File: config.mk
export PLATFORM = sky130hd
export DESIGN_NAME = qpv_queue
export DESIGN_NICKNAME = d
export VERILOG_FILES = /design/src/design/quaternion_to_pointer_velocity_top_macros.svh /design/src/design/qpv_pkg.sv /design/src/design/qpv_queue.sv
export SDC_FILE = /design/constraint.sdc
export NUM_CORES = 1
export LEC_CHECK = 0
export BUFFER_PORTS_ARGS = -buffer_cell sky130_fd_sc_hd__buf_2
export CORE_MARGIN = 8
export CORE_UTILIZATION = 45
export DETAILED_ROUTE_END_ITERATION = 10
export PLACE_DENSITY = 0.71
export SETUP_SLACK_MARGIN = 0.2
export SLEW_MARGIN = 20
export SYNTH_ARGS = -nofsm -noshare
export SYNTH_HDL_FRONTEND = slang
export SYNTH_SLANG_ARGS = --single-unit
export TNS_END_PERCENT = 50
File: constraint.sdc
create_clock -name i_clk -period 5 [get_ports i_clk]
set_input_delay 0.25 -clock i_clk [delete_from_list [all_inputs] [get_ports i_clk]]
set_output_delay 0.25 -clock i_clk [all_outputs]
set_load 0.1 [all_outputs]
File: src/design/quaternion_to_pointer_velocity_top_macros.svh
// ----------------------------------------------------------------------------
// Assertion macros for the quaternion to pointer velocity block
// Short wrappers for the checks at the end of the top level.
// ----------------------------------------------------------------------------
`ifndef QUATERNION_TO_POINTER_VELOCITY_TOP_MACROS_SVH
`define QUATERNION_TO_POINTER_VELOCITY_TOP_MACROS_SVH

// Same-cycle implication, quiet while reset is held.
`define QPV_ASSERT_IMP(lbl, ante, cons, msg) \
    lbl: assert property (@(posedge i_clk) disable iff (!i_rst_n) (ante) |-> (cons)) \
        else $error(msg);

// Next-cycle implication, quiet while reset is held.
`define QPV_ASSERT_NXT(lbl, ante, cons, msg) \
    lbl: assert property (@(posedge i_clk) disable iff (!i_rst_n) (ante) |=> (cons)) \
        else $error(msg);

`endif

File: src/design/qpv_pkg.sv
// ----------------------------------------------------------------------------
// qpv_pkg
// Shared types, constants and tables of the pointer velocity block.
// ----------------------------------------------------------------------------
`timescale 1ns / 1ps
`default_nettype none

package qpv_pkg;

    localparam int QUEUE_DEPTH_DEF = 2;
    localparam int CORDIC_STEPS    = 22;
    localparam int CW              = 38;
    localparam int AW              = 26;
    localparam int MAXW            = 15;

    localparam logic [MAXW-1:0] MAX_RESET = 15'd8192;
    localparam logic signed [AW-1:0] QUARTER24 = 26'sd4194304;
    localparam logic signed [15:0] ANGLE_QUARTER = 16'sd16384;
    localparam logic signed [15:0] ANGLE_HALF_NEG = -16'sd32768;
    localparam logic [6:0] VEL_SCALE = 7'd100;

    typedef logic signed [AW-1:0] t_acc;

    // Register indexes of the configuration port.
    typedef enum logic {
        REG_MAX_PITCH = 1'b0,
        REG_MAX_YAW   = 1'b1
    } t_reg_idx;

    typedef struct packed {
        logic [MAXW-1:0] max_pitch;
        logic [MAXW-1:0] max_yaw;
    } t_cfg;

    // One classified word handed from the front to the back.
    typedef struct packed {
        logic signed [29:0] s;
        logic signed [34:0] num;
        logic signed [34:0] den;
        logic               elbow;
        logic               mouse;
    } t_work;

    // Arctangent of 2^-i in units of 2^24 per turn.
    function automatic t_acc atan_entry(input logic [4:0] i);
        t_acc v;
        case (i)
            5'd0:  v = 26'sd2097152;
            5'd1:  v = 26'sd1238021;
            5'd2:  v = 26'sd654136;
            5'd3:  v = 26'sd332050;
            5'd4:  v = 26'sd166669;
            5'd5:  v = 26'sd83416;
            5'd6:  v = 26'sd41718;
            5'd7:  v = 26'sd20860;
            5'd8:  v = 26'sd10430;
            5'd9:  v = 26'sd5215;
            5'd10: v = 26'sd2608;
            5'd11: v = 26'sd1304;
            5'd12: v = 26'sd652;
            5'd13: v = 26'sd326;
            5'd14: v = 26'sd163;
            5'd15: v = 26'sd81;
            5'd16: v = 26'sd41;
            5'd17: v = 26'sd20;
            5'd18: v = 26'sd10;
            5'd19: v = 26'sd5;
            5'd20: v = 26'sd3;
            5'd21: v = 26'sd1;
            default: v = '0;
        endcase
        return v;
    endfunction

endpackage

`default_nettype wire

File: src/design/qpv_queue.sv
// ----------------------------------------------------------------------------
// qpv_queue
// Short first-in first-out queue of classified words between front and back.
// ----------------------------------------------------------------------------
`timescale 1ns / 1ps
`default_nettype none

module qpv_queue import qpv_pkg::*; #(
    parameter int DEPTH = QUEUE_DEPTH_DEF
) (
    input  wire logic  i_clk,
    input  wire logic  i_rst_n,
    input  wire logic  i_push,
    input  t_work      i_work,
    input  wire logic  i_pop,
    output t_work      o_head,
    output logic       o_empty,
    output logic       o_full
);

    localparam int PW = (DEPTH > 1) ? $clog2(DEPTH) : 1;
    localparam int CNTW = $clog2(DEPTH + 1);
    localparam logic [PW-1:0] LAST = PW'(DEPTH - 1);

    t_work           r_mem [DEPTH];
    logic [PW-1:0]   r_wr, r_rd;
    logic [CNTW-1:0] r_count;

    // Storage writes.
    always_ff @(posedge i_clk) begin
        if (i_push) begin
            r_mem[r_wr] <= i_work;
        end
    end

    // Pointers and fill count.
    always_ff @(posedge i_clk) begin
        if (!i_rst_n) begin
            r_wr    <= '0;
            r_rd    <= '0;
            r_count <= '0;
        end else begin
            if (i_push) begin
                r_wr <= (r_wr == LAST) ? '0 : r_wr + PW'(1);
            end
            if (i_pop) begin
                r_rd <= (r_rd == LAST) ? '0 : r_rd + PW'(1);
            end
            if (i_push && !i_pop) begin
                r_count <= r_count + CNTW'(1);
            end else if (i_pop && !i_push) begin
                r_count <= r_count - CNTW'(1);
            end
        end
    end

    assign o_head  = r_mem[r_rd];
    assign o_empty = (r_count == '0);
    assign o_full  = (r_count == CNTW'(DEPTH));

endmodule

`default_nettype wire

# After elaboration in Yosys (flattened, before gate mapping)
# Memory sizes are Yosys's and may differ from the RTL's. A register that Yosys moved wholly into a read port is not among the register bits.
# Cells that the tools add are included.
[totals]
output_inout_bits = 104
elab_cells = 23
mem_bits_rw = 204
memories = 1
in_bits = 106
register_bits = 4
[op_classes]
eq_ne = 1
n_addsub = 4
reduce_logical = 6
n_mux = 8
[mem_list]
columns = ["name", "words", "word_bits", "rd", "rd_ports_with_merged_regs", "write_ports", "line_no", "text"]
rows = [
  ["r_mem", 2, 102, 1, 1, 1, "qpv_queue.sv:25", "t_work r_mem [DEPTH];"],
]
[op_table]
columns = ["cell", "n"]
rows = [
  ["two-way mux 1 bit", 6],
  ["two-way mux 2 bit", 2],
  ["adder 1 bit (second input constant)", 2],
  ["adder 2 x 1 -> 2 bit (second input constant)", 1],
  ["equality test 2 bit (second input constant)", 1],
  ["logical AND 1 bit", 2],
  ["logical NOT 1 bit", 2],
  ["logical NOT 2 bit", 1],
  ["nonzero test 2 bit", 1],
  ["subtractor 2 x 1 -> 2 bit (second input constant)", 1],
]

# Depth between registers and ports, before layout
[logic_depth]
ltp_word = 4
ltp_mapped = 5
depth_no_buf = 5

# Worst setup path before layout
# No wires, ideal clock.
[synth_timing]
kind = "register to register"
start = "register r_wr"
end = "memory r_mem[0][0] (netlist name) (enable)"
setup_ns = 0.576
n_path_buf = 0
t_required_ns = 4.424
t_arrival_ns = 4.832
path_slack_ns = -0.408
path_stages_with_launch = 2
synth_period_minus_slack_ns = 5.408
cell_sequence = "dfxtp_1 nor2b_1"
[synth_lines]
columns = ["element", "line_no", "text"]
rows = [
  ["start: declaration", "qpv_queue.sv:26", "logic [PW-1:0] r_wr, r_rd;"],
  ["start signal: assignment", "qpv_queue.sv:44", "r_wr <= (r_wr == LAST) ? '0 : r_wr + PW'(1);"],
  ["end: declaration", "qpv_queue.sv:25", ""],
]
# No word-level cell before the write port.

==> impl_metrics.json <==
{
  "rows": 47,
  "syn-cell-area_um2": 7600,
  "yosys_warnings": 0,
  "min_period_over_period_pct": 59.5,
  "cp.depth": 3,
  "cts_buffer_depth": 3,
  "rr_worst_depth": 2,
  "report.power.total_mw": 4.54,
  "ys_ff_latch": 209,
  "worstHoldStart": "i_rst_n",
  "vias": 4280,
  "clkSinkCount": 209,
  "synth_cell_types": 17,
  "root_buffer": "clkbuf_16",
  "antenna_cells": 0,
  "layout_setup_ws_ns": 2.02,
  "place_hpwl_um": 10300,
  "whs_path_depth": 2,
  "fin_skew_ns": 0.0116,
  "die_x_um": 146,
  "synthCells": 339,
  "cts_setup_buffers": 0,
  "nNetsFinal": 773,
  "drc": 0,
  "ir_drop_v": 0.000315,
  "clkLatencyLatePin_ns": 0.48,
  "min_path_type": "input pin to flop",
  "r2r_start": "r_wr",
  "slowest_delay_ns": 0.94,
  "critPathRequiredTime_ns": 4.75,
  "outcome": "finished, final reports clean",
  "wl_per_cell_um": 18.2,
  "grt_setup_unrepaired": "no",
  "crit_path_end_kind": "output port",
  "cts_buffers": 21,
  "crit_buf_inv": 2,
  "worstPathArrival_ns": 2.73,
  "port-buffer-count": 209,
  "setup_viol": 0,
  "async_flop_share_pct": 0,
  "critPathSlowestCell": "dfxtp_4",
  "start_util_pct": 45.9,
  "cp_cell_sequence": "buf_4 -> mux2_2 -> buf_2",
  "synthTopCellsByArea": "edfxtp_1 (81%), mux2_2 (15%), buf_6 (1.3%)",
  "worstMarginPinSlew_ns": 0.898,
  "path_clk_slew_ns": 0.06,
  "core_um2": 16600,
  "synth-edff-count": 204,
  "leakage_nw": 3.97,
  "netlist.area_leader.share_pct": 80.6,
  "globalplace.congestion": 0.712,
  "grt_pass1_wl_um": 25800,
  "drt_pass1_iterations": 5,
  "synth_top_area_cell": "edfxtp_1",
  "fin_tns_setup_ns": 0,
  "area_delta_synth_final_pct": 38.2,
  "start_kind": "flop",
  "path_class": "flop to output port",
  "cp_max_fo": 66,
  "fillers": 1175,
  "hold_violations": 0,
  "routed_via_density": 4.76,
  "fin_crit_ns": 2.98,
  "drv_slew": 0,
  "place_ws_ns": 2.50,
  "max_freq_mhz": 336,
  "drv_cap": 0,
  "dieHeight_um": 146,
  "drt-initial-drc-count": 167,
  "synth.most_common_cell": "edfxtp_1",
  "grt_usage_pct": 14.9,
  "p_per_area_nw_per_um2": 432,
  "syn_nets": 446,
  "antenna_found_initial": 1,
  "avgSynthCellArea_um2": 22.4,
  "postRouteWirelength_um": 16300,
  "synthTopCellsByCount": "edfxtp_1 (204), mux2_2 (102), buf_6 (9)",
  "io_pins": 210,
  "synthFlopType": "edfxtp_1",
  "drive_gt1_share_pct": 50.6,
  "grt_overflow": 0,
  "grt_start_max_net_pins": 67,
  "ant_nets": 0,
  "critical-path-top-delay-family": "flip-flops",
  "cts_tree": "yes",
  "htreeDepth": 1,
  "grt_pass1_vias": 4843,
  "relSlewSlack_pct": 40.1,
  "yosysSeqAreaShare_pct": 81.9,
  "die_area_um2": 21300
}
[worst register-to-register path, stage by stage (launching register included)]
cell	delay [ns]
dfxtp_1	0.39
and2_4	0.67
buf_4	0.70
[power breakdown]
part	internal (mW)	switching (mW)	leakage, nW
logic	0.233	0.800	1.71
registers	2.03	0.0428	1.96
clock network	0.847	0.595	0.304
[metrics by stage]
stage	hold WS, ns	utilization (%)	instance area (um2)	std cells
floorplan	0.349	-	7610	339
global placement	0.438	53.4	8860	761
detailed placement	0.441	53.4	8860	761
CTS	0.00645	63.4	10500	900
global route	0.0212	63.4	10500	900
finish	0.0303	63.4	10500	900
[layout make-up]
cell class	count	area (um2)	share of cell area (%)
Clock inverter	5	55.1	0.524
Inverter	1	3.75	0.0357
Multi-Input combinational cell	118	1270	12.1
Clock buffer	32	577	5.49
Sequential cell	209	6230	59.3
Timing Repair Buffer	315	2100	20.0
Tap cell	220	275	2.62
[flip-flops by register name, indices dropped and copies added, names as in the netlist, named ones only]
name / count
r_mem: 204
r_count: 2
r_rd: 1
r_wr: 1
[timing repair]
action,in CTS,in global routing
endpoints found under the setup margin,0,0
hold endpoints to repair,204,0
hold buffers,102,0
resized for setup,0,0
[path summary, 6_finish.rpt]
kind                        to  slack [ns]
setup / recovery    o_head[86]        2.02
hold / removal            r_wr        0.03
setup reg to reg  r_mem[1][10]        2.84
hold reg to reg     r_count[1]        0.54
[kinds of logic after synthesis]
family	share of synthesized area, %
AOI/OAI and AO/OA	0.263
xor gates and xnor gates	0.346
adders and majority gates	0.165
buffers and inverters	1.51
DFF	81.9
muxes	15.1
and+or+nand+nor	0.740
[cell usage in the layout, fill, tap and decap left out, drive strengths merged]
| master | synthesis | layout |
|---|---|---|
| or3 | 1 | 1 |
| nor2b | 2 | 2 |
| edfxtp | 204 | 204 |
| inv | 1 | 2 |
| clkbuf | 0 | 32 |
| dfxtp | 5 | 5 |
| a21boi | 1 | 1 |
| xor2 | 2 | 2 |
| xnor2 | 1 | 1 |
| o21a | 1 | 1 |
| o21ai | 1 | 1 |
| and2b | 1 | 1 |
| and2 | 4 | 4 |
| buf | 11 | 213 |
| bufinv | 0 | 1 |
| ha | 1 | 1 |
| dlygate4sd3 | 0 | 102 |
| mux2 | 102 | 102 |
| nor2 | 1 | 1 |
| clkinv | 0 | 3 |
[routing by layer]
metal  vias up  share of wire [%]  routed length, um  global-route usage [%]
met1      2090                 38               6230                    16.4
met2       167                 52               8490                    26.7
met5         -              0.073                 12                       0
li1       1999                  -                  -                       -
met3        22                8.2               1340                    5.50
met4         2                1.6                265                    3.71
Power figures use the tool's default switching activity.
