### config.mk
export PLATFORM = sky130hd
export DESIGN_NAME = qpv_front
export DESIGN_NICKNAME = d
export VERILOG_FILES = /design/src/design/quaternion_to_pointer_velocity_top_macros.svh /design/src/design/qpv_pkg.sv /design/src/design/qpv_front.sv
export SDC_FILE = /design/constraint.sdc
export NUM_CORES = 1
export LEC_CHECK = 0
export BUFFER_PORTS_ARGS = -buffer_cell sky130_fd_sc_hd__buf_2
export CORE_AREA = 3 3 284 286
export DETAILED_ROUTE_END_ITERATION = 8
export DIE_AREA = 0 0 287 289
export GPL_TIMING_DRIVEN = 0
export SYNTH_ARGS = -nofsm -noshare
export SYNTH_HDL_FRONTEND = slang
export SYNTH_SLANG_ARGS = --single-unit
### constraint.sdc
create_clock -name i_clk -period 10.52 [get_ports i_clk]
set_input_delay 1.052 -clock i_clk [delete_from_list [all_inputs] [get_ports i_clk]]
set_output_delay 1.052 -clock i_clk [all_outputs]
set_load 0.1 [all_outputs]
### src/design/quaternion_to_pointer_velocity_top_macros.svh
// ----------------------------------------------------------------------------
// Assertion macros for the quaternion to pointer velocity block
// Short wrappers for the checks at the end of the top level.
// ----------------------------------------------------------------------------
`ifndef QUATERNION_TO_POINTER_VELOCITY_TOP_MACROS_SVH
`define QUATERNION_TO_POINTER_VELOCITY_TOP_MACROS_SVH

// Same-cycle implication, quiet while reset is held.
`define QPV_ASSERT_IMP(lbl, ante, cons, msg) \
    lbl: assert property (@(posedge i_clk) disable iff (!i_rst_n) (ante) |-> (cons)) \
        else $error(msg);

// Next-cycle implication, quiet while reset is held.
`define QPV_ASSERT_NXT(lbl, ante, cons, msg) \
    lbl: assert property (@(posedge i_clk) disable iff (!i_rst_n) (ante) |=> (cons)) \
        else $error(msg);

`endif

### src/design/qpv_pkg.sv
// ----------------------------------------------------------------------------
// qpv_pkg
// Shared types, constants and tables of the pointer velocity block.
// ----------------------------------------------------------------------------
`timescale 1ns / 1ps
`default_nettype none

package qpv_pkg;

    localparam int QUEUE_DEPTH_DEF = 2;
    localparam int CORDIC_STEPS    = 22;
    localparam int CW              = 38;
    localparam int AW              = 26;
    localparam int MAXW            = 15;

    localparam logic [MAXW-1:0] MAX_RESET = 15'd8192;
    localparam logic signed [AW-1:0] QUARTER24 = 26'sd4194304;
    localparam logic signed [15:0] ANGLE_QUARTER = 16'sd16384;
    localparam logic signed [15:0] ANGLE_HALF_NEG = -16'sd32768;
    localparam logic [6:0] VEL_SCALE = 7'd100;

    typedef logic signed [AW-1:0] t_acc;

    // Register indexes of the configuration port.
    typedef enum logic {
        REG_MAX_PITCH = 1'b0,
        REG_MAX_YAW   = 1'b1
    } t_reg_idx;

    typedef struct packed {
        logic [MAXW-1:0] max_pitch;
        logic [MAXW-1:0] max_yaw;
    } t_cfg;

    // One classified word handed from the front to the back.
    typedef struct packed {
        logic signed [29:0] s;
        logic signed [34:0] num;
        logic signed [34:0] den;
        logic               elbow;
        logic               mouse;
    } t_work;

    // Arctangent of 2^-i in units of 2^24 per turn.
    function automatic t_acc atan_entry(input logic [4:0] i);
        t_acc v;
        case (i)
            5'd0:  v = 26'sd2097152;
            5'd1:  v = 26'sd1238021;
            5'd2:  v = 26'sd654136;
            5'd3:  v = 26'sd332050;
            5'd4:  v = 26'sd166669;
            5'd5:  v = 26'sd83416;
            5'd6:  v = 26'sd41718;
            5'd7:  v = 26'sd20860;
            5'd8:  v = 26'sd10430;
            5'd9:  v = 26'sd5215;
            5'd10: v = 26'sd2608;
            5'd11: v = 26'sd1304;
            5'd12: v = 26'sd652;
            5'd13: v = 26'sd326;
            5'd14: v = 26'sd163;
            5'd15: v = 26'sd81;
            5'd16: v = 26'sd41;
            5'd17: v = 26'sd20;
            5'd18: v = 26'sd10;
            5'd19: v = 26'sd5;
            5'd20: v = 26'sd3;
            5'd21: v = 26'sd1;
            default: v = '0;
        endcase
        return v;
    endfunction

endpackage

`default_nettype wire

### src/design/qpv_front.sv
// ----------------------------------------------------------------------------
// qpv_front
// Accepts a quaternion word and forms the sine term and the yaw vector with
// one shared 16x16 multiplier, then pushes the result into the queue.
// ----------------------------------------------------------------------------
`timescale 1ns / 1ps
`default_nettype none

module qpv_front import qpv_pkg::*; (
    input  wire logic               i_clk,
    input  wire logic               i_rst_n,
    input  wire logic               i_valid,
    output logic                    o_ready,
    input  wire logic signed [15:0] i_quat_x,
    input  wire logic signed [15:0] i_quat_y,
    input  wire logic signed [15:0] i_quat_z,
    input  wire logic signed [15:0] i_quat_w,
    input  wire logic               i_toward_elbow,
    input  wire logic               i_pointer_mode,
    output logic                    o_push,
    output t_work                   o_work,
    input  wire logic               i_full
);

    typedef enum logic [1:0] {F_IDLE, F_MUL, F_PUSH} t_fstate;

    t_fstate            r_state;
    logic [2:0]         r_cnt;
    logic signed [15:0] r_qx, r_qy, r_qz, r_qw;
    logic               r_elbow, r_mouse;
    logic signed [31:0] r_prod;
    logic signed [32:0] r_t1, r_t2, r_t3;
    logic signed [15:0] w_ma, w_mb;
    logic signed [33:0] w_s2;

    // Operand pair for the product of this cycle.
    always_comb begin
        case (r_cnt)
            3'd0:    begin w_ma = r_qw; w_mb = r_qy; end
            3'd1:    begin w_ma = r_qz; w_mb = r_qx; end
            3'd2:    begin w_ma = r_qw; w_mb = r_qz; end
            3'd3:    begin w_ma = r_qx; w_mb = r_qy; end
            3'd4:    begin w_ma = r_qy; w_mb = r_qy; end
            3'd5:    begin w_ma = r_qz; w_mb = r_qz; end
            default: begin w_ma = '0;   w_mb = '0;   end
        endcase
    end

    // Sequencer: one product per cycle, summed in the cycle after.
    always_ff @(posedge i_clk) begin
        if (!i_rst_n) begin
            r_state <= F_IDLE;
            r_cnt   <= '0;
        end else begin
            case (r_state)
                F_IDLE: begin
                    if (i_valid) begin
                        r_qx    <= i_quat_x;
                        r_qy    <= i_quat_y;
                        r_qz    <= i_quat_z;
                        r_qw    <= i_quat_w;
                        r_elbow <= i_toward_elbow;
                        r_mouse <= i_pointer_mode;
                        r_t1    <= '0;
                        r_t2    <= '0;
                        r_t3    <= '0;
                        r_cnt   <= '0;
                        r_state <= F_MUL;
                    end
                end
                F_MUL: begin
                    r_prod <= w_ma * w_mb;
                    case (r_cnt) inside
                        3'd1:       r_t1 <= r_t1 + 33'(r_prod);
                        3'd2:       r_t1 <= r_t1 - 33'(r_prod);
                        3'd3, 3'd4: r_t2 <= r_t2 + 33'(r_prod);
                        3'd5, 3'd6: r_t3 <= r_t3 + 33'(r_prod);
                        default: ;
                    endcase
                    r_cnt <= r_cnt + 3'd1;
                    if (r_cnt == 3'd6) begin
                        r_state <= F_PUSH;
                    end
                end
                F_PUSH: begin
                    if (!i_full) begin
                        r_state <= F_IDLE;
                    end
                end
                default: r_state <= F_IDLE;
            endcase
        end
    end

    // Sine term clamped to one, yaw numerator and denominator.
    always_comb begin
        w_s2 = 34'(r_t1) <<< 1;
        if (w_s2 > 34'sd268435456) begin
            o_work.s = 30'sd268435456;
        end else if (w_s2 < -34'sd268435456) begin
            o_work.s = -30'sd268435456;
        end else begin
            o_work.s = w_s2[29:0];
        end
        o_work.num   = 35'(r_t2) <<< 1;
        o_work.den   = 35'sd268435456 - (35'(r_t3) <<< 1);
        o_work.elbow = r_elbow;
        o_work.mouse = r_mouse;
    end

    assign o_ready = (r_state == F_IDLE);
    assign o_push  = (r_state == F_PUSH) && !i_full;

endmodule

`default_nettype wire

Word level (Yosys, flattened, before mapping)

Index checks and enable logic that the tools add are counted.

Add/sub/neg operators: 6
$mul: 1
Order comparisons: 2
Equality and inequality tests: 17
Mux-type cells: 23
Reductions and logical operators: 18

Operator list:

| operator               | number |
|---|---|
| $mux 33                | 10 |
| $pmux 33 s2            | 3 |
| $add 33x32->33         | 3 |
| $pmux 16 s4            | 1 |
| $mux 30                | 2 |
| $pmux 16 s3            | 1 |
| $sub 30x34->35 const A | 1 |
| $gt 34x30->1 const B   | 1 |
| $lt 34x29->1 const B   | 1 |
| $sub 33x32->33         | 1 |
| $mul 16x16->32         | 1 |
| $ne 2x2->1 const B     | 6 |
| $reduce_or 2->1        | 5 |
| $eq 3x3->1 const B     | 3 |
| $reduce_and 7->1       | 1 |
| $eq 3x2->1 const B     | 2 |
| $mux 2                 | 3 |
| $pmux 2 s3             | 1 |
| $pmux 3 s2             | 1 |
| $reduce_and 3->1       | 2 |
| $reduce_and 6->1       | 1 |
| $ne 2x1->1 const B     | 2 |
| $reduce_and 2->1       | 2 |
| $reduce_and 4->1       | 1 |
| 12 further kinds       | 12 |

Register bits: 202
Input port bits: 70
Word-level logic and storage cells: 79

Logic depth before layout (Yosys ltp)

Gate-level depths: netlist (run 1).

Depth in word-level cells: 7
Mapped depth: 31
Gate-level depth less buffers: 27

Worst setup path before layout (run 1)

Ideal clock, no wire load.

Kind: register to register
From: register r_cnt[2]
To: register r_prod[31], data pin
Library setup time: 260 ps
Arrival time: 7,532 ps
Data required time: 10,260 ps
Slack: 2,728 ps
Cell stages (with the launch flop): 28
Period minus slack after synthesis: 7,792 ps
Cell sequence: dfxtp_1 -> clkbuf_1 -> inv_1 -> ha_1 -> clkbuf_1 -> or2_2 -> clkbuf_1 -> clkbuf_1 -> a222oi_1 -> buf_2 -> nor2_1 -> fa_1 -> fa_1 -> fa_1 -> fa_1 -> fa_1 -> inv_1 -> fa_1 -> inv_1 -> ha_1 -> a21o_1 -> a221o_1 -> a311oi_2 -> o221ai_2 -> a2111oi_2 -> o31ai_1 -> a21oi_1 -> xnor2_1

Cells in the longest elaborated chain, start to end: 4

RTL lines:

| item                                                         | RTL line        | text |
|---|---|---|
| start, declared                                              | qpv_front.sv:28 | `logic [2:0] r_cnt;` |
| start signal, assigned                                       | qpv_front.sv:80 | `r_cnt <= r_cnt + 3'd1;` |
| $eq 3x2->1 (tied with other cells)                           | qpv_front.sv:38 | `case (r_cnt)` |
| $reduce_or 3->1 (no line) or $reduce_or 2->1 (tied branches) | n/a             |  |
| $pmux 16 s3 or $pmux 16 s4 (tied branches)                   | qpv_front.sv:38 |  |
| $mul 16x16->32 (*)                                           | qpv_front.sv:72 | `r_prod <= w_ma * w_mb;` |
| end signal, assigned                                         | qpv_front.sv:72 |  |
| end, declared                                                | qpv_front.sv:31 | `logic signed [31:0] r_prod;` |

Every way passes the cells marked *; elsewhere a longest branch is shown, timed or not.
A chain may end at the register's enable or synchronous reset.

Final worst setup path (run 1)

Ends and elaborated chain as after synthesis.

==> flow_metrics.py, run 1 <==
metrics = {
    "run_status": {
        "status": "finished, final reports clean",
    },
    "worst_setup_path": {
        "cp_slowest_stage_delay_ns": 1.16,
        "reg2reg_depth": 28,
        "r2r_setup_slack_ns": 1.22,
        "startpoint_type": "flop",
        "cp_max_fo": 10,
        "crit_path_top_delay_cell": "a222oi_1",
        "reg2reg_to": "r_prod[31]",
        "cp.arrival_ns": 9.61,
        "cp-end-kind": "flop",
        "r2r_start": "r_cnt[2]",
        "crit_type": "reg -> reg",
        "required_ns": 10.83,
        "crit_path_frequent_cell": "fa_1",
    },
    "sta": {
        "tightestPinTransition_ns": 1.47,
        "setup_viol_count_final": 0,
        "skew_ns": 0.0241,
        "rsz0062_at_grt": "false",
        "period_share_pct": 88.4,
        "setup_slack_ns": 1.22,
        "setup_tns_ns": 0,
        "hold_violations": 0,
        "drv_slew": 0,
        "final.min_clock_period_ns": 9.30,
        "fmax_mhz": 107,
        "slew_headroom_pct": 2.31,
    },
    "job": {
        "cap_violations": 0,
    },
    "drt": {
        "wl_per_cell_um": 18.4,
        "via_per_inst": 4.98,
        "drt-pass1-iter-count": 8,
        "vias": 18500,
        "routed_wl_mm": 68.7,
        "drt_iter0_markers": 1579,
        "drc": 0,
        "drt.antenna.violating_nets": 0,
    },
    "clock_network": {
        "numClockSinks": 202,
        "cts.path.max_buffers": 3,
        "cts_tree": "done",
        "insertion_delay_ns": 0.57,
        "clockRootBuffer": "clkbuf_16",
        "htree_levels": 1,
        "cts_made_buffers": 24,
        "cts_hold_buf": 0,
        "cts_setup_buffers": 0,
        "path_clk_slew_ns": 0.06,
        "postCtsResizedCells": 0,
    },
    "yosys": {
        "ys_types": 81,
        "synth.avg_cell_area_sq_um": 9.63,
        "synthArstFlopShare_pct": 0,
        "syn_area_sq_mm": 0.0234,
        "synth_flop_cell": "edfxtp_1",
        "postSynthCellCount": 2435,
        "ys_ff_latch": 202,
        "yosysSeqAreaShare_pct": 25.7,
        "synth_warnings": 0,
        "synth_edf_count": 197,
    },
    "cells_and_area": {
        "syn2layout_area_growth_pct": 13.8,
        "nFillCells": 8158,
        "seqCellArea_sq_mm": 0.00602,
        "diodes": 0,
        "drive_gt1_share_pct": 11.4,
        "layout.nets": 3176,
        "multi_input_area_sq_mm": 0.0159,
    },
    "hold_path": {
        "hold_path_class": "reg -> reg",
        "hold_path_end": "r_state[1]",
        "min_path_cells": 2,
        "worstHoldStart": "r_state[1]",
    },
    "grt": {
        "grt_max_degree": 67,
        "grt_pass1_vias": 18400,
        "antenna_found_initial": 0,
        "grt_usage_pct": 16.5,
        "grt_first_pass_wirelength_mm": 107,
        "gr-total-overflow": 0,
    },
    "floorplan": {
        "io_pins": 174,
        "die_y_um": 289,
        "core_area_sq_mm": 0.0786,
        "dieArea_sq_mm": 0.0829,
        "start_util_pct": 29.8,
        "die_w_um": 287,
        "rows": 103,
    },
    "place": {
        "dp_slack_ns": 1.14,
        "globalplace.congestion": 0.915,
        "io_buffers": 170,
        "dp_hpwl_mm": 56.8,
    },
}
[worst max-delay path, delay by kind of cell (launching register included)]
| kind | cells | cell delay (ns) |
|---|---|---|
| adders and majority gates | 8 | 3.72 |
| AOI/OAI and AO/OA | 8 | 2.72 |
| buffers and inverters | 9 | 1.71 |
| and+or+nand+nor | 2 | 0.52 |
| DFF | 1 | 0.30 |
| xor gates and xnor gates | 1 | 0.08 |
[layer usage]
layer,vias to the layer above,routed length [um],global-route usage (%)
met1,9014,30800,22.5
met2,656,31100,27.2
li1,8774,-,-
met4,0,2570,5.54
met3,100,4220,2.01
met5,-,0,0
[metrics by stage]
step	util, %	cell area [sq um]	hold slack [ns]	std cells
6_report	33.9	26700	0.569	3724
5_1_grt	33.9	26700	0.598	3724
4_1_cts	33.9	26700	0.573	3721
3_5_place_dp	32.9	25800	0.561	3677
3_3_place_gp	32.6	25600	0.550	3657
2_1_floorplan	-	23400	0.503	2437
[layout make-up]
class                   count  share of cell area (%)
well taps                1050                    4.92
clock inverters            19                   0.868
multi-input cells        1828                    59.7
clock buffers              25                    2.27
inverters                 335                    4.71
plain buffers              72                    1.14
flip-flops and latches    202                    22.5
repair buffers            193                    3.88
[synthesized netlist by cell type (9+ instances only)]
library cell    n  area, sq um
inv_1         335         1260
o211ai_1       11         82.6
and2_1         21          131
o31ai_1        16          120
xnor2_1       101          885
nor2_1        274         1030
o21ai_0        72          360
a31oi_1        16          100
clkbuf_1       58          218
nand4_1        11         68.8
a21o_1         58          435
or2_2          30          188
o21ai_1         9         45.0
a222oi_1        9         90.1
a221o_1        21          210
fa_1          265         5310
nor2b_1        43          269
nor3_1         46          230
xor2_1         56          490
a221oi_1       17          149
ha_1          185         2310
a22o_1         16          140
nor4_1         24          150
edfxtp_1      197         5920
and3_1         23          144
nand3_1        20          100
or3_1          10         62.6
a21oi_1       118          591
nand2b_1       25          156
mux2i_1        10          100
nand2_1       174          653
a21boi_0        9         67.6
a211oi_1       18          135
o21a_1         17          128
o21bai_1        9         67.6
[cell families (layout without fill, tap and decap cells)]
| group | after synthesis | in the layout | synth area share, % |
|---|---|---|---|
| mux | 11 | 11 | 0.475 |
| simple gates | 732 | 732 | 14.8 |
| compound gates | 474 | 474 | 14.0 |
| fa+ha+maj | 450 | 450 | 32.5 |
| xor+xnor | 158 | 158 | 5.94 |
| buf+inv | 407 | 644 | 6.66 |
| flops | 202 | 202 | 25.7 |
| other cells | 1 | 3 | 0.0160 |
[worst max path at each step]
stage | endpoint | start | slack, ns | cells after the start
after floorplan | r_prod[31] | r_cnt[2] | 2.73 | 27
after global routing | r_prod[31] | r_cnt[2] | 0.78 | 28
after detailed placement | r_prod[31] | r_cnt[2] | 1.14 | 27
after CTS | r_prod[31] | r_cnt[2] | 1.13 | 27
final | r_prod[31] | r_cnt[2] | 1.22 | 28
after global placement | r_prod[31] | r_cnt[2] | 0.99 | 29
[state kept, by name (all words and copies together), names as in the netlist]
| signal | cells |
|---|---|
| r_mouse | 1 |
| r_qz | 16 |
| r_t1 | 33 |
| r_t3 | 33 |
| r_t2 | 33 |
| r_prod | 32 |
| r_elbow | 1 |
| r_cnt | 3 |
| r_qx | 16 |
| r_qy | 16 |
| r_state | 2 |
| r_qw | 16 |
[placed cells by master, fill, tap and decap left out, drive strengths merged, types with 7 or more instances in the layout]
master  count
a211o       7
a211oi     18
a21boi      9
a21o       58
a21oi     118
a221o      21
a221oi     17
a222oi      9
a22o       16
a22oi       8
a31oi      16
and2       22
and3       24
buf       206
clkbuf     84
clkinv      8
edfxtp    197
fa        265
ha        185
inv       338
mux2i      10
nand2     174
nand2b     25
nand3      20
nand4      11
nor2      276
nor2b      43
nor3       46
nor3b       8
nor4       25
o211ai     11
o21a       17
o21ai      82
o21bai      9
o31ai      16
or2        30
or3        11
xnor2     102
xor2       56
Power of run 1 is not shown: default switching activity piles up to over one toggle a cycle in this logic, so the estimate is an artifact.
==> run 2: changes to the inputs <==
- CORE_AREA: 3 3 284 286 -> 2 2 283 285
- DIE_AREA: 0 0 287 289 -> 0 0 285 287
==> run 2 against run 1 <==
The run now ends with max-slew violations left. Global-route usage about the same. Final area about the same. Sequential share of layout area about the same. Largest cell class unchanged. Sequential cell count unchanged. Clock skew up 0.013 ns. Register-to-register slack worse by 0.14 ns. Highest routed layer unchanged. Via count down 1.5%.
==> flow_metrics.py, run 2 (synthesis gave the netlist of run 1 again) <==
metrics = {
    "floorplan": {
        "start_util_pct": 29.8,
        "rows": 103,
        "dieArea_sq_mm": 0.0818,
        "io_pins": 174,
        "die_w_um": 285,
        "core_area_sq_mm": 0.0786,
        "die_y_um": 287,
    },
    "hold_path": {
        "min_path_cells": 2,
        "hold_path_end": "r_state[1]",
        "hold_path_class": "reg -> reg",
        "worstHoldStart": "r_state[1]",
    },
    "clock_network": {
        "path_clk_slew_ns": 0.06,
        "htree_levels": 1,
        "cts_made_buffers": 26,
        "cts_tree": "done",
        "cts_hold_buf": 0,
        "postCtsResizedCells": 0,
        "numClockSinks": 202,
        "cts.path.max_buffers": 3,
        "insertion_delay_ns": 0.59,
        "clockRootBuffer": "clkbuf_16",
        "cts_setup_buffers": 0,
    },
    "drt": {
        "drt_iter0_markers": 1318,
        "drt.antenna.violating_nets": 0,
        "drt-pass1-iter-count": 5,
        "routed_wl_mm": 67.9,
        "via_per_inst": 4.90,
        "wl_per_cell_um": 18.2,
        "vias": 18300,
        "drc": 0,
    },
    "worst_setup_path": {
        "crit_path_top_delay_cell": "a222oi_1",
        "required_ns": 10.84,
        "cp_max_fo": 10,
        "crit_path_frequent_cell": "fa_1",
        "r2r_start": "r_cnt[2]",
        "r2r_setup_slack_ns": 1.07,
        "reg2reg_depth": 27,
        "reg2reg_to": "r_prod[31]",
        "crit_type": "reg -> reg",
        "cp-end-kind": "flop",
        "cp_slowest_stage_delay_ns": 1.27,
        "startpoint_type": "flop",
        "cp.arrival_ns": 9.77,
    },
    "grt": {
        "grt_usage_pct": 16.5,
        "grt_max_degree": 67,
        "grt_use_met3_pct": 2.79,
        "grt_first_pass_wirelength_mm": 105,
        "antenna_found_initial": 0,
        "gr-total-overflow": 0,
        "grt_util_met2_pct": 26.2,
        "met1_usage_pct": 22.3,
        "top_usage_layer": "met2",
        "grt_pass1_vias": 18300,
    },
    "cells_and_area": {
        "layout_common_cells": "inv_1 (335), nor2_1 (273), fa_1 (265), edfxtp_1 (197), ha_1 (185)",
        "largest_registers": "r_t1 x33, r_t2 x33, r_t3 x33",
        "diodes": 0,
        "instances_no_fill": 3727,
        "nFillCells": 8085,
        "drive_gt1_share_pct": 11.6,
        "final_common_cell": "inv_1",
        "syn2layout_area_growth_pct": 13.9,
        "layout.nets": 3177,
    },
    "sta": {
        "slew_headroom_pct": -0.949,
        "tightestPinTransition_ns": 1.51,
        "final.min_clock_period_ns": 9.45,
        "skew_ns": 0.0367,
        "fmax_mhz": 106,
        "setup_slack_ns": 1.07,
        "setup_tns_ns": 0,
        "drv_slew": 14,
        "hold_violations": 0,
        "rsz0062_at_grt": "false",
        "period_share_pct": 89.8,
        "setup_viol_count_final": 0,
    },
    "place": {
        "dp_slack_ns": 1.17,
        "globalplace.congestion": 0.926,
        "dp_hpwl_mm": 56.3,
        "io_buffers": 170,
        "numPlacedInstances": 3676,
    },
    "run_status": {
        "violations": "max-slew violations",
        "status": "finished, violations left",
    },
    "job": {
        "cap_violations": 0,
    },
}
-- run 2: layout make-up --
cell class	instances	area, sq um	area share [%]
buffer	72	304	1.14
clock buffer	26	651	2.44
clock inverter	22	216	0.811
inverter	335	1260	4.71
multi-input combinational	1828	15900	59.6
sequential	202	6020	22.5
tap	1050	1310	4.92
timing repair buffer	192	1030	3.86
-- run 2: worst max-delay path by stage --
stage	end	slack (ns)	start	depth (start not counted)
after floorplan	r_prod[31]	2.73	r_cnt[2]	27
final	r_prod[31]	1.07	r_cnt[2]	27
after detailed placement	r_prod[31]	1.17	r_cnt[2]	27
after global routing	r_prod[31]	0.73	r_cnt[2]	27
after CTS	r_prod[31]	1.16	r_cnt[2]	27
after global placement	r_prod[31]	0.98	r_cnt[2]	29
-- run 2: worst max-delay path, delay by kind of cell, from the launching register on --
family | cells | cell delay [ns]
adder cells (fa/ha/maj) | 8 | 3.57
flip-flops | 1 | 0.31
AO/OA/AOI/OAI | 8 | 3.00
buffers and inverters | 8 | 1.78
XOR/XNOR | 1 | 0.08
AND/OR/NAND/NOR | 2 | 0.47
-- run 2: metal layers --
layer / part of all wire (%) / up-vias
met1: 45 / 8778
met5: 0 / -
met3: 6.0 / 123
met4: 4.5 / 0
met2: 44 / 586
li1: - / 8783
-- run 2: stage by stage --
step                hold WS, ns  cell area, sq um  utilization, %
CTS                       0.564             26700            33.9
global placement          0.552             25600            32.6
global route              0.627             26700            34.0
detailed placement        0.557             25800            32.8
floorplan                 0.503             23400               -
finish                    0.562             26700            34.0
Power of run 2 is left out for the same reason.
