===== config.mk =====
export PLATFORM = sky130hd
export DESIGN_NAME = qpv_back
export DESIGN_NICKNAME = d
export VERILOG_FILES = /design/src/design/quaternion_to_pointer_velocity_top_macros.svh /design/src/design/qpv_pkg.sv /design/src/design/qpv_back.sv
export SDC_FILE = /design/constraint.sdc
export NUM_CORES = 2
export LEC_CHECK = 0
export BUFFER_PORTS_ARGS = -buffer_cell sky130_fd_sc_hd__buf_2
export CAP_MARGIN = 15
export CORE_ASPECT_RATIO = 2
export CORE_MARGIN = 4
export CORE_UTILIZATION = 55
export DETAILED_ROUTE_END_ITERATION = 8
export PLACE_DENSITY = 0.69
export REMOVE_ABC_BUFFERS = 1
export SYNTH_ARGS = -nofsm -noshare
export SYNTH_HDL_FRONTEND = slang
export SYNTH_SLANG_ARGS = --single-unit

===== constraint.sdc =====
create_clock -name i_clk -period 16.4 [get_ports i_clk]
set_clock_uncertainty 0.2 [all_clocks]
set_input_delay 1.64 -clock i_clk [delete_from_list [all_inputs] [get_ports i_clk]]
set_output_delay 1.64 -clock i_clk [all_outputs]
set_load 0.005 [all_outputs]

===== src/design/quaternion_to_pointer_velocity_top_macros.svh =====
// ----------------------------------------------------------------------------
// Assertion macros for the quaternion to pointer velocity block
// Short wrappers for the checks at the end of the top level.
// ----------------------------------------------------------------------------
`ifndef QUATERNION_TO_POINTER_VELOCITY_TOP_MACROS_SVH
`define QUATERNION_TO_POINTER_VELOCITY_TOP_MACROS_SVH

// Same-cycle implication, quiet while reset is held.
`define QPV_ASSERT_IMP(lbl, ante, cons, msg) \
    lbl: assert property (@(posedge i_clk) disable iff (!i_rst_n) (ante) |-> (cons)) \
        else $error(msg);

// Next-cycle implication, quiet while reset is held.
`define QPV_ASSERT_NXT(lbl, ante, cons, msg) \
    lbl: assert property (@(posedge i_clk) disable iff (!i_rst_n) (ante) |=> (cons)) \
        else $error(msg);

`endif


===== src/design/qpv_pkg.sv =====
// ----------------------------------------------------------------------------
// qpv_pkg
// Shared types, constants and tables of the pointer velocity block.
// ----------------------------------------------------------------------------
`timescale 1ns / 1ps
`default_nettype none

package qpv_pkg;

    localparam int QUEUE_DEPTH_DEF = 2;
    localparam int CORDIC_STEPS    = 22;
    localparam int CW              = 38;
    localparam int AW              = 26;
    localparam int MAXW            = 15;

    localparam logic [MAXW-1:0] MAX_RESET = 15'd8192;
    localparam logic signed [AW-1:0] QUARTER24 = 26'sd4194304;
    localparam logic signed [15:0] ANGLE_QUARTER = 16'sd16384;
    localparam logic signed [15:0] ANGLE_HALF_NEG = -16'sd32768;
    localparam logic [6:0] VEL_SCALE = 7'd100;

    typedef logic signed [AW-1:0] t_acc;

    // Register indexes of the configuration port.
    typedef enum logic {
        REG_MAX_PITCH = 1'b0,
        REG_MAX_YAW   = 1'b1
    } t_reg_idx;

    typedef struct packed {
        logic [MAXW-1:0] max_pitch;
        logic [MAXW-1:0] max_yaw;
    } t_cfg;

    // One classified word handed from the front to the back.
    typedef struct packed {
        logic signed [29:0] s;
        logic signed [34:0] num;
        logic signed [34:0] den;
        logic               elbow;
        logic               mouse;
    } t_work;

    // Arctangent of 2^-i in units of 2^24 per turn.
    function automatic t_acc atan_entry(input logic [4:0] i);
        t_acc v;
        case (i)
            5'd0:  v = 26'sd2097152;
            5'd1:  v = 26'sd1238021;
            5'd2:  v = 26'sd654136;
            5'd3:  v = 26'sd332050;
            5'd4:  v = 26'sd166669;
            5'd5:  v = 26'sd83416;
            5'd6:  v = 26'sd41718;
            5'd7:  v = 26'sd20860;
            5'd8:  v = 26'sd10430;
            5'd9:  v = 26'sd5215;
            5'd10: v = 26'sd2608;
            5'd11: v = 26'sd1304;
            5'd12: v = 26'sd652;
            5'd13: v = 26'sd326;
            5'd14: v = 26'sd163;
            5'd15: v = 26'sd81;
            5'd16: v = 26'sd41;
            5'd17: v = 26'sd20;
            5'd18: v = 26'sd10;
            5'd19: v = 26'sd5;
            5'd20: v = 26'sd3;
            5'd21: v = 26'sd1;
            default: v = '0;
        endcase
        return v;
    endfunction

endpackage

`default_nettype wire


===== src/design/qpv_back.sv =====
// ----------------------------------------------------------------------------
// qpv_back
// Works one word at a time: square root for the pitch cosine, two CORDIC
// arctangents on a shared unit, mode tracking, and a restoring divider that
// scales each angle delta into a velocity in mouse mode.
// ----------------------------------------------------------------------------
`timescale 1ns / 1ps
`default_nettype none

module qpv_back import qpv_pkg::*; (
    input  wire logic              i_clk,
    input  wire logic              i_rst_n,
    input  wire logic              i_empty,
    input  t_work                  i_head,
    output logic                   o_pop,
    input  t_cfg                   i_cfg,
    output logic                   o_valid,
    input  wire logic              i_ready,
    output logic                   o_status,
    output logic signed [7:0]      o_velocity_x,
    output logic signed [7:0]      o_velocity_y
);

    typedef enum logic [3:0] {
        B_IDLE, B_SQ, B_SQRT, B_PINIT, B_PROT, B_YINIT, B_YROT,
        B_ANG, B_DMUL, B_DIV, B_DONE
    } t_bstate;

    localparam logic [56:0] ONE56 = 57'd1 << 56;

    t_bstate              r_state;
    t_work                r_w;
    logic [56:0]          r_rem, r_root, r_bit;
    logic signed [CW-1:0] r_cx, r_cy;
    t_acc                 r_acc;
    logic [4:0]           r_cnt;
    logic                 r_xzero;
    logic signed [15:0]   r_spec;
    logic signed [15:0]   r_pitch;
    logic signed [16:0]   r_dlt_p, r_dlt_y;
    logic                 r_axis;
    logic [21:0]          r_dvd, r_q;
    logic [MAXW-1:0]      r_dr;
    logic                 r_neg;
    logic                 r_was;
    logic signed [15:0]   r_base_p, r_base_y;
    logic                 r_status;
    logic signed [7:0]    r_vx, r_vy;
    logic                 r_ovalid, r_ostatus;
    logic signed [7:0]    r_ovx, r_ovy;

    logic signed [59:0]   w_sq;
    logic [56:0]          w_trial;
    logic signed [CW-1:0] w_ix, w_iy, w_px, w_py, w_xs, w_ys, w_nx, w_ny;
    t_acc                 w_pacc, w_nacc, w_rnd;
    logic signed [15:0]   w_ispec, w_a16, w_yaw, w_bp, w_by;
    logic                 w_cap;
    logic signed [16:0]   w_dsel;
    logic [16:0]          w_mag;
    logic [MAXW-1:0]      w_maxv, w_dvs;
    logic [MAXW:0]        w_rr;
    logic                 w_qbit;
    logic [21:0]          w_qfin;
    logic [6:0]           w_vmag;
    logic signed [7:0]    w_vel;
    logic                 w_load;

    // Wrapped ring difference; a half turn on either side gives zero.
    function automatic logic signed [16:0] ring_delta(
        input logic signed [15:0] cur,
        input logic signed [15:0] base
    );
        logic signed [17:0] d;
        d = 18'(cur) - 18'(base);
        if (d > 18'sd32768) begin
            d = d - 18'sd65536;
        end else if (d < -18'sd32768) begin
            d = d + 18'sd65536;
        end
        if (cur == ANGLE_HALF_NEG || base == ANGLE_HALF_NEG) begin
            d = '0;
        end
        return d[16:0];
    endfunction

    // Square of the sine term and one root digit.
    assign w_sq    = r_w.s * r_w.s;
    assign w_trial = r_root + r_bit;

    // CORDIC entry: pitch vector (s, c) or yaw vector (num, den), with the
    // left half plane turned by a quarter turn first.
    always_comb begin
        if (r_state == B_PINIT) begin
            w_iy = CW'(r_w.s);
            w_ix = CW'($signed({1'b0, r_root[28:0]}));
        end else begin
            w_iy = CW'(r_w.num);
            w_ix = CW'(r_w.den);
        end
        if (w_ix < 0) begin
            if (w_iy >= 0) begin
                w_px = w_iy;  w_py = -w_ix; w_pacc = QUARTER24;
            end else begin
                w_px = -w_iy; w_py = w_ix;  w_pacc = -QUARTER24;
            end
        end else begin
            w_px = w_ix; w_py = w_iy; w_pacc = '0;
        end
        if (w_iy == 0) begin
            w_ispec = '0;
        end else if (w_iy > 0) begin
            w_ispec = ANGLE_QUARTER;
        end else begin
            w_ispec = -ANGLE_QUARTER;
        end
    end

    // One CORDIC vectoring step.
    always_comb begin
        w_xs = r_cx >>> r_cnt;
        w_ys = r_cy >>> r_cnt;
        if (r_cy > 0) begin
            w_nx   = r_cx + w_ys;
            w_ny   = r_cy - w_xs;
            w_nacc = r_acc + atan_entry(r_cnt);
        end else begin
            w_nx   = r_cx - w_ys;
            w_ny   = r_cy + w_xs;
            w_nacc = r_acc - atan_entry(r_cnt);
        end
    end

    // Rounded 16-bit angle, yaw and base selection on entering mouse mode.
    always_comb begin
        w_rnd = r_acc + 26'sd128;
        w_a16 = r_xzero ? r_spec : w_rnd[23:8];
        w_yaw = -w_a16;
        w_cap = !r_was && r_w.mouse;
        w_bp  = w_cap ? r_pitch : r_base_p;
        w_by  = w_cap ? w_yaw : r_base_y;
    end

    // Divider operands and one restoring step.
    always_comb begin
        w_dsel = r_axis ? r_dlt_y : r_dlt_p;
        w_mag  = (w_dsel < 0) ? 17'(-w_dsel) : 17'(w_dsel);
        w_maxv = r_axis ? i_cfg.max_yaw : i_cfg.max_pitch;
        w_dvs  = (w_maxv == '0) ? MAXW'(1) : w_maxv;
        w_rr   = {r_dr, r_dvd[21]};
        w_qbit = (w_rr >= {1'b0, w_dvs});
        w_qfin = {r_q[20:0], w_qbit};
        w_vmag = (w_qfin > 22'd100) ? VEL_SCALE : w_qfin[6:0];
        w_vel  = r_neg ? -$signed({1'b0, w_vmag}) : $signed({1'b0, w_vmag});
    end

    // The result register takes a new word when it is free or being emptied.
    assign w_load = (r_state == B_DONE) && (!r_ovalid || i_ready);

    // Main sequencer with the result register.
    always_ff @(posedge i_clk) begin
        if (!i_rst_n) begin
            r_state  <= B_IDLE;
            r_was    <= 1'b0;
            r_base_p <= '0;
            r_base_y <= '0;
            r_ovalid <= 1'b0;
        end else begin
            if (w_load) begin
                r_ovalid <= 1'b1;
            end else if (r_ovalid && i_ready) begin
                r_ovalid <= 1'b0;
            end
            case (r_state)
                B_IDLE: begin
                    if (!i_empty) begin
                        r_w     <= i_head;
                        r_state <= B_SQ;
                    end
                end
                B_SQ: begin
                    r_rem   <= ONE56 - w_sq[56:0];
                    r_root  <= '0;
                    r_bit   <= ONE56;
                    r_state <= B_SQRT;
                end
                B_SQRT: begin
                    if (r_rem >= w_trial) begin
                        r_rem  <= r_rem - w_trial;
                        r_root <= (r_root >> 1) + r_bit;
                    end else begin
                        r_root <= r_root >> 1;
                    end
                    r_bit <= r_bit >> 2;
                    if (r_bit[0]) begin
                        r_state <= B_PINIT;
                    end
                end
                B_PINIT, B_YINIT: begin
                    if (r_state == B_YINIT) begin
                        r_pitch <= r_w.elbow ? w_a16 : -w_a16;
                    end
                    r_cx    <= w_px;
                    r_cy    <= w_py;
                    r_acc   <= w_pacc;
                    r_xzero <= (w_ix == 0);
                    r_spec  <= w_ispec;
                    r_cnt   <= '0;
                    r_state <= (r_state == B_PINIT) ? B_PROT : B_YROT;
                end
                B_PROT, B_YROT: begin
                    r_cx  <= w_nx;
                    r_cy  <= w_ny;
                    r_acc <= w_nacc;
                    r_cnt <= r_cnt + 5'd1;
                    if (r_cnt == 5'(CORDIC_STEPS - 1)) begin
                        r_state <= (r_state == B_PROT) ? B_YINIT : B_ANG;
                    end
                end
                B_ANG: begin
                    r_base_p <= w_bp;
                    r_base_y <= w_by;
                    r_was    <= r_w.mouse;
                    r_dlt_p  <= ring_delta(r_pitch, w_bp);
                    r_dlt_y  <= ring_delta(w_yaw, w_by);
                    r_axis   <= 1'b0;
                    r_vx     <= '0;
                    r_vy     <= '0;
                    if (r_w.mouse) begin
                        r_status <= 1'b0;
                        r_state  <= B_DMUL;
                    end else begin
                        r_status <= !r_was;
                        r_state  <= B_DONE;
                    end
                end
                B_DMUL: begin
                    r_dvd   <= 22'(w_mag * VEL_SCALE);
                    r_neg   <= (w_dsel < 0);
                    r_dr    <= '0;
                    r_q     <= '0;
                    r_cnt   <= '0;
                    r_state <= B_DIV;
                end
                B_DIV: begin
                    r_dr  <= w_qbit ? MAXW'(w_rr - {1'b0, w_dvs}) : w_rr[MAXW-1:0];
                    r_dvd <= r_dvd << 1;
                    r_q   <= w_qfin;
                    r_cnt <= r_cnt + 5'd1;
                    if (r_cnt == 5'd21) begin
                        if (r_axis) begin
                            r_vx    <= w_vel;
                            r_state <= B_DONE;
                        end else begin
                            r_vy    <= w_vel;
                            r_axis  <= 1'b1;
                            r_state <= B_DMUL;
                        end
                    end
                end
                B_DONE: begin
                    if (w_load) begin
                        r_ostatus <= r_status;
                        r_ovx     <= r_vx;
                        r_ovy     <= r_vy;
                        r_state   <= B_IDLE;
                    end
                end
                default: r_state <= B_IDLE;
            endcase
        end
    end

    assign o_pop        = (r_state == B_IDLE) && !i_empty;
    assign o_valid      = r_ovalid;
    assign o_status     = r_ostatus;
    assign o_velocity_x = r_ovx;
    assign o_velocity_y = r_ovy;

endmodule

`default_nettype wire


# --- After elaboration in Yosys (flattened, before gate mapping) ---
# Memory sizes are Yosys's and may differ from the RTL's. A register that Yosys moved wholly into a read port is not among the register bits.
# Index checks and enable logic that the tools add are counted.
totals:
  reg_bits: 579
  mem_bits_ro: 1408
  in_bits: 136
  output_inout_bits: 19
  wordCells: 201
  memories: 2
classes:
  add_sub_neg: 24
  multipliers: 2
  n_lt_le_gt_ge: 12
  n_eq_ne: 23
  shift: 2
  mux: 63
  bitwise_logic: 1
  n_reduce_logical: 39
memory_table:
  columns: ["memory", "words", "word_bits", "rd", "rd_ports_with_merged_regs", "wr", "line", "rtl"]
  rows:
  - ["(name not given)", 32, 22, 1, 1, 0, "qpv_pkg.sv:47", "case (i)"]
  - ["(name not given)", 32, 22, 1, 1, 0, "qpv_pkg.sv:47", null]
ops:
  columns: ["cell", "count"]
  rows:
  - ["$pmux 57 s2", 3]
  - ["$mux 38", 8]
  - ["$pmux 38 s2", 2]
  - ["$mux 26", 5]
  - ["$mux 57", 2]
  - ["$mux 17", 6]
  - ["$mux 16", 5]
  - ["$add 38x38->38", 2]
  - ["$gt 38x1->1 const B", 2]
  - ["$logic_not 38->1", 2]
  - ["$neg 38->38", 2]
  - ["$sshr 38x5->38", 2]
  - ["$sub 38x38->38", 2]
  - ["$eq 16x16->1 const B", 4]
  - ["$add 56x57->57", 1]
  - ["$add 57x57->57", 1]
  - ["$ge 57x57->1", 1]
  - ["$mul 30x30->57", 1]
  - ["$sub 57x57->57", 1]
  - ["$sub 57x57->57 const A", 1]
  - ["$pmux 26 s2", 1]
  - ["$mux 15", 3]
  - ["$pmux 22 s2", 1]
  - ["$pmux 21 s2", 1]
  - ["other kinds (49)", 107]

# --- Logic depth before layout (Yosys ltp) ---
logic_depth:
  word_depth: 11
  mapped_depth: 33
  mapped_depth_nobuf: 31

# --- Worst setup path before layout ---
# No wires, ideal clock.
synth_timing:
  path_type: "in2reg"
  from: "input i_rst_n"
  to: "register r_rem[0], enable pin"
  setup_ps: 419
  arrival_time_ps: 12692
  required_time_ps: 15781
  setup_slack_ps: 3089
  stages: 3
  path_buffers: 1
  path_cell_list: "clkbuf_1 > nor4b_1 > o21a_1"
synth_between:
  elab_chain_len: 1
synth_lines:
  columns: ["item", "line", "rtl"]
  rows:
  - ["start, declared", "qpv_back.sv:12", "input wire logic i_rst_n,"]
  - ["$reduce_and 3->1 (no line)", null, null]
  - ["end signal, assigned", "qpv_back.sv:181", "r_rem <= ONE56 - w_sq[56:0];"]
  - ["end signal, assigned", "qpv_back.sv:188", "r_rem <= r_rem - w_trial;"]
  - ["end, declared", "qpv_back.sv:33", "logic [56:0] r_rem, r_root, r_bit;"]
# No other way between the ends.
# A chain may end at the register's enable or synchronous reset.

# --- Worst setup path after layout ---
layout_timing:
  from: "register r_w[82] in the netlist's numbering"
  to: "register r_rem[41] (data pin)"
layout_between:
  elab_chain_len: 3
layout_lines:
  columns: ["item", "line", "rtl"]
  rows:
  - ["start, declared", "qpv_back.sv:32", "t_work r_w;"]
  - ["start signal, assigned", "qpv_back.sv:176", "r_w <= i_head;"]
  - ["$mul 30x30->57", "qpv_back.sv:87", "assign w_sq = r_w.s * r_w.s;"]
  - ["$sub 57x57->57", "qpv_back.sv:181", null]
  - ["$pmux 57 s2", "qpv_back.sv:173", "case (r_state)"]
# No other way between the ends.

==> impl_metrics.xml <==
<?xml version="1.0" encoding="UTF-8"?>
<metrics>
  <group name="floorplanning">
    <metric name="die_h" unit="um">538</metric>
    <metric name="rows" unit="">194</metric>
    <metric name="design.die.area" unit="um2">147000</metric>
    <metric name="core" unit="um2">140000</metric>
    <metric name="ioPinCount" unit="">155</metric>
    <metric name="dieWidth" unit="um">273</metric>
    <metric name="start_util" unit="%">55.4</metric>
  </group>
  <group name="timing">
    <metric name="grt_setup_unrepaired" unit="">false</metric>
    <metric name="hold_viol_final" unit="">0</metric>
    <metric name="fmax" unit="MHz">101</metric>
    <metric name="final.setup.worst_slack" unit="ns">6.47</metric>
    <metric name="totalNegativeSetupSlack" unit="ns">0</metric>
    <metric name="worst_slew_pin_slew" unit="ns">1.39</metric>
    <metric name="period_minus_slack" unit="ns">9.93</metric>
    <metric name="final-setup-viol-count" unit="">0</metric>
    <metric name="maxSlewViolCount" unit="">0</metric>
    <metric name="slew-limit-headroom" unit="%">7.57</metric>
    <metric name="fin_crit_sh" unit="%">60.6</metric>
  </group>
  <group name="clocking">
    <metric name="post_cts_resized" unit="">0</metric>
    <metric name="cts_tree" unit="">built</metric>
    <metric name="cts.root.buffer_cell" unit="">sky130_fd_sc_hd__clkbuf_16</metric>
    <metric name="count_of_hold_buffers_inserted_by_post_cts_repair" unit="">0</metric>
    <metric name="cts_max_level" unit="">2</metric>
    <metric name="ctsLongestPathBuffers" unit="">3</metric>
    <metric name="cts_setup_buffers" unit="">0</metric>
    <metric name="path_clk_slew" unit="ns">0.07</metric>
    <metric name="numClockSinks" unit="">555</metric>
    <metric name="total_clock_buffers_created_by_cts" unit="">57</metric>
    <metric name="worst_skew_pair.late_latency" unit="ns">0.75</metric>
  </group>
  <group name="final_layout">
    <metric name="layoutNonFillerInstCount" unit="">10311</metric>
    <metric name="area_growth_syn_to_layout" unit="%">6.00</metric>
    <metric name="fraction_of_final_layout_cells_with_drive_strength_greater_than_1" unit="%">7.24</metric>
    <metric name="fill_cells" unit="">12461</metric>
    <metric name="multi_input_comb_area" unit="um2">55200</metric>
    <metric name="area.sequential" unit="um2">16100</metric>
    <metric name="final_nets" unit="">9954</metric>
  </group>
  <group name="synth">
    <metric name="netlist_instances" unit="">8437</metric>
    <metric name="synth_top_family_by_area" unit="">adder cells</metric>
    <metric name="post_synth.cell_area_avg" unit="um2">9.17</metric>
    <metric name="synth_adder_area_share" unit="%">31.5</metric>
    <metric name="yosys_warnings" unit="">0</metric>
    <metric name="ys_top_cells_by_area" unit="">sky130_fd_sc_hd__fa_1, sky130_fd_sc_hd__edfxtp_1, sky130_fd_sc_hd__ha_1</metric>
    <metric name="synth-edff-count" unit="">495</metric>
    <metric name="synth.area.mux_share" unit="%">5.65</metric>
    <metric name="synth_xor_xnor_area_share" unit="%">6.88</metric>
    <metric name="synth_compound_gate_area_share" unit="%">13.2</metric>
    <metric name="syn-cell-area" unit="um2">77400</metric>
    <metric name="cell_type_with_the_highest_aggregate_area_in_the_netlist" unit="">sky130_fd_sc_hd__fa_1</metric>
    <metric name="yosys.cell_count.top_type" unit="">sky130_fd_sc_hd__inv_1</metric>
    <metric name="most_instantiated_cells_after_synthesis" unit="">sky130_fd_sc_hd__inv_1, sky130_fd_sc_hd__fa_1, sky130_fd_sc_hd__nand2_1, sky130_fd_sc_hd__nor2_1, sky130_fd_sc_hd__ha_1</metric>
    <metric name="synth-async-reset-ratio" unit="%">0</metric>
    <metric name="netlist-cell-type-count" unit="">106</metric>
    <metric name="synth_seq_cells" unit="">555</metric>
    <metric name="seq_area_frac_synth" unit="%">20.8</metric>
    <metric name="synth_simple_gate_area_share" unit="%">14.0</metric>
    <metric name="postSynth.topFlopCell" unit="">sky130_fd_sc_hd__edfxtp_1</metric>
    <metric name="synth_top_area_share" unit="%">22.7</metric>
  </group>
  <group name="min_path">
    <metric name="worst_hold_path_type" unit="">register to register</metric>
    <metric name="whs_endpoint" unit="">o_velocity_x[5]</metric>
    <metric name="hold_start" unit="">r_vx[5]</metric>
    <metric name="whs_path_depth" unit="">0</metric>
  </group>
  <group name="critical_path">
    <metric name="worst_ep_arrival_time" unit="ns">10.16</metric>
    <metric name="cp_data_required_time" unit="ns">16.63</metric>
    <metric name="r2r_cells" unit="">30</metric>
    <metric name="setup.worst_path.start_class" unit="">register</metric>
    <metric name="r2r_end" unit="">r_rem[41]</metric>
    <metric name="path_class" unit="">register to register</metric>
    <metric name="crit_path_end_kind" unit="">register</metric>
    <metric name="timing.critical_path.slowest_stage_cell" unit="">sky130_fd_sc_hd__o41ai_1</metric>
    <metric name="setup.reg_to_reg.worst_slack" unit="ns">6.47</metric>
    <metric name="crit-reg2reg-launch" unit="">r_w[82]</metric>
    <metric name="critical_path.max_fanout" unit="">35</metric>
    <metric name="critPathMostFrequentCell" unit="">sky130_fd_sc_hd__fa_1</metric>
    <metric name="timing.critical_path.slowest_cell_delay" unit="ns">0.80</metric>
  </group>
  <group name="detailed_routing">
    <metric name="dr.pass1.iters" unit="">9</metric>
    <metric name="drt-vias-per-instance" unit="">6.19</metric>
    <metric name="antenna_left" unit="">0</metric>
    <metric name="drt-wirelength-per-cell" unit="um">26.8</metric>
    <metric name="drc" unit="">2</metric>
    <metric name="finalWirelength" unit="um">276000</metric>
    <metric name="drt_iter0_drc" unit="">4621</metric>
    <metric name="routed-via-count" unit="">63867</metric>
  </group>
  <group name="grt">
    <metric name="pin_count_of_the_biggest_net_entering_global_routing" unit="">96</metric>
    <metric name="grt_pass1_wl" unit="um">408000</metric>
    <metric name="globalRouteTotalUtil" unit="%">37.4</metric>
    <metric name="antenna_found_initial" unit="">12</metric>
    <metric name="first_global_vias" unit="">67903</metric>
    <metric name="grt_overflow" unit="">0</metric>
  </group>
  <group name="status">
    <metric name="failed_checks" unit="">design-rule violations</metric>
    <metric name="outcome" unit="">complete, but fails checks</metric>
  </group>
  <group name="placed_design">
    <metric name="detailedPlace.worstSlack" unit="ns">6.71</metric>
    <metric name="port-buffer-count" unit="">154</metric>
    <metric name="place_hpwl" unit="um">222000</metric>
    <metric name="gp_congestion" unit="">1.04</metric>
    <metric name="place_inst" unit="">10193</metric>
  </group>
  <group name="flow_run">
    <metric name="cap_viol_max_count" unit="">0</metric>
  </group>
</metrics>
cell families after synthesis:
kind of cell,count (synthesis)
compound gates,1610
xor+xnor,607
fa+ha+maj,1422
buf+inv,1619
flops,555
mux,322
simple gates,2302
cell type report:
type                    count  share of cell area (%)
repair buffers            265                    1.99
inverters                1254                    5.74
well taps                1862                    2.84
clock buffers              66                    1.84
multi-input cells        6263                    67.3
clock inverters            41                   0.645
diodes                      5                  0.0153
flip-flops and latches    555                    19.6
worst max-delay path, delay by kind of cell, from the launching register on:
| family | cells | cell delay (ns) |
|---|---|---|
| fa+ha+maj | 9 | 4.13 |
| compound gates | 10 | 3.24 |
| buf+inv | 8 | 0.98 |
| simple gates | 2 | 0.45 |
| flops | 1 | 0.34 |
| xor+xnor | 1 | 0.26 |
how the worst max path moves through the flow:
| stage | cells after the start | end | slack (ns) | startpoint |
|---|---|---|---|---|
| 5_1_grt | 30 | r_rem[41] | 6.18 | r_w[82] |
| 6_report | 30 | r_rem[41] | 6.47 | r_w[82] |
| 2_1_floorplan | 2 | r_rem[0] | 3.53 | i_rst_n |
| 4_1_cts | 27 | r_rem[41] | 6.68 | r_w[78] |
| 3_3_place_gp | 30 | r_rem[41] | 6.71 | r_w[82] |
| 3_5_place_dp | 30 | r_rem[41] | 6.71 | r_w[82] |
per-layer routing:
| metal | global-route usage [%] | wire, um | up-vias |
|---|---|---|---|
| li1 | - | - | 28349 |
| met1 | 32.1 | 78100 | 31273 |
| met2 | 67.6 | 142000 | 2863 |
| met3 | 6.73 | 16300 | 1374 |
| met4 | 41.1 | 40000 | 8 |
| met5 | 0 | 58 | - |
per-stage QoR:
stage,hold slack (ns),area [um2],utilization (%)
after floorplan,0.200,75900,-
after global placement,0.201,79900,57.1
after detailed placement,0.205,79900,57.1
after CTS,0.164,81900,58.6
after global routing,0.199,82000,58.7
final,0.186,82000,58.7
state kept, by name (all words and copies together) (netlist names), 5 cells and up, named ones only:
| signal | cells |
|---|---|
| o_velocity_x | 8 |
| o_velocity_y | 8 |
| r_acc | 24 |
| r_base_p | 16 |
| r_base_y | 16 |
| r_bit | 29 |
| r_cnt | 5 |
| r_cx | 38 |
| r_cy | 38 |
| r_dlt_p | 17 |
| r_dlt_y | 17 |
| r_dr | 15 |
| r_dvd | 20 |
| r_pitch | 16 |
| r_q | 21 |
| r_rem | 57 |
| r_root | 57 |
| r_vx | 8 |
| r_vy | 8 |
| r_w | 102 |
cells in the final DEF, fill, tap and decap left out, drive strengths merged, types with 275 or more instances in the layout:
| master | instances |
|---|---|
| edfxtp | 495 |
| xor2 | 275 |
| o21ai | 370 |
| inv | 1257 |
| a21oi | 480 |
| ha | 543 |
| nand2 | 757 |
| xnor2 | 332 |
| nor2 | 627 |
| fa | 879 |
Power is left out: the tool's default activity adds up to more than one toggle a clock period on the data nets, which glitch-free logic cannot reach.
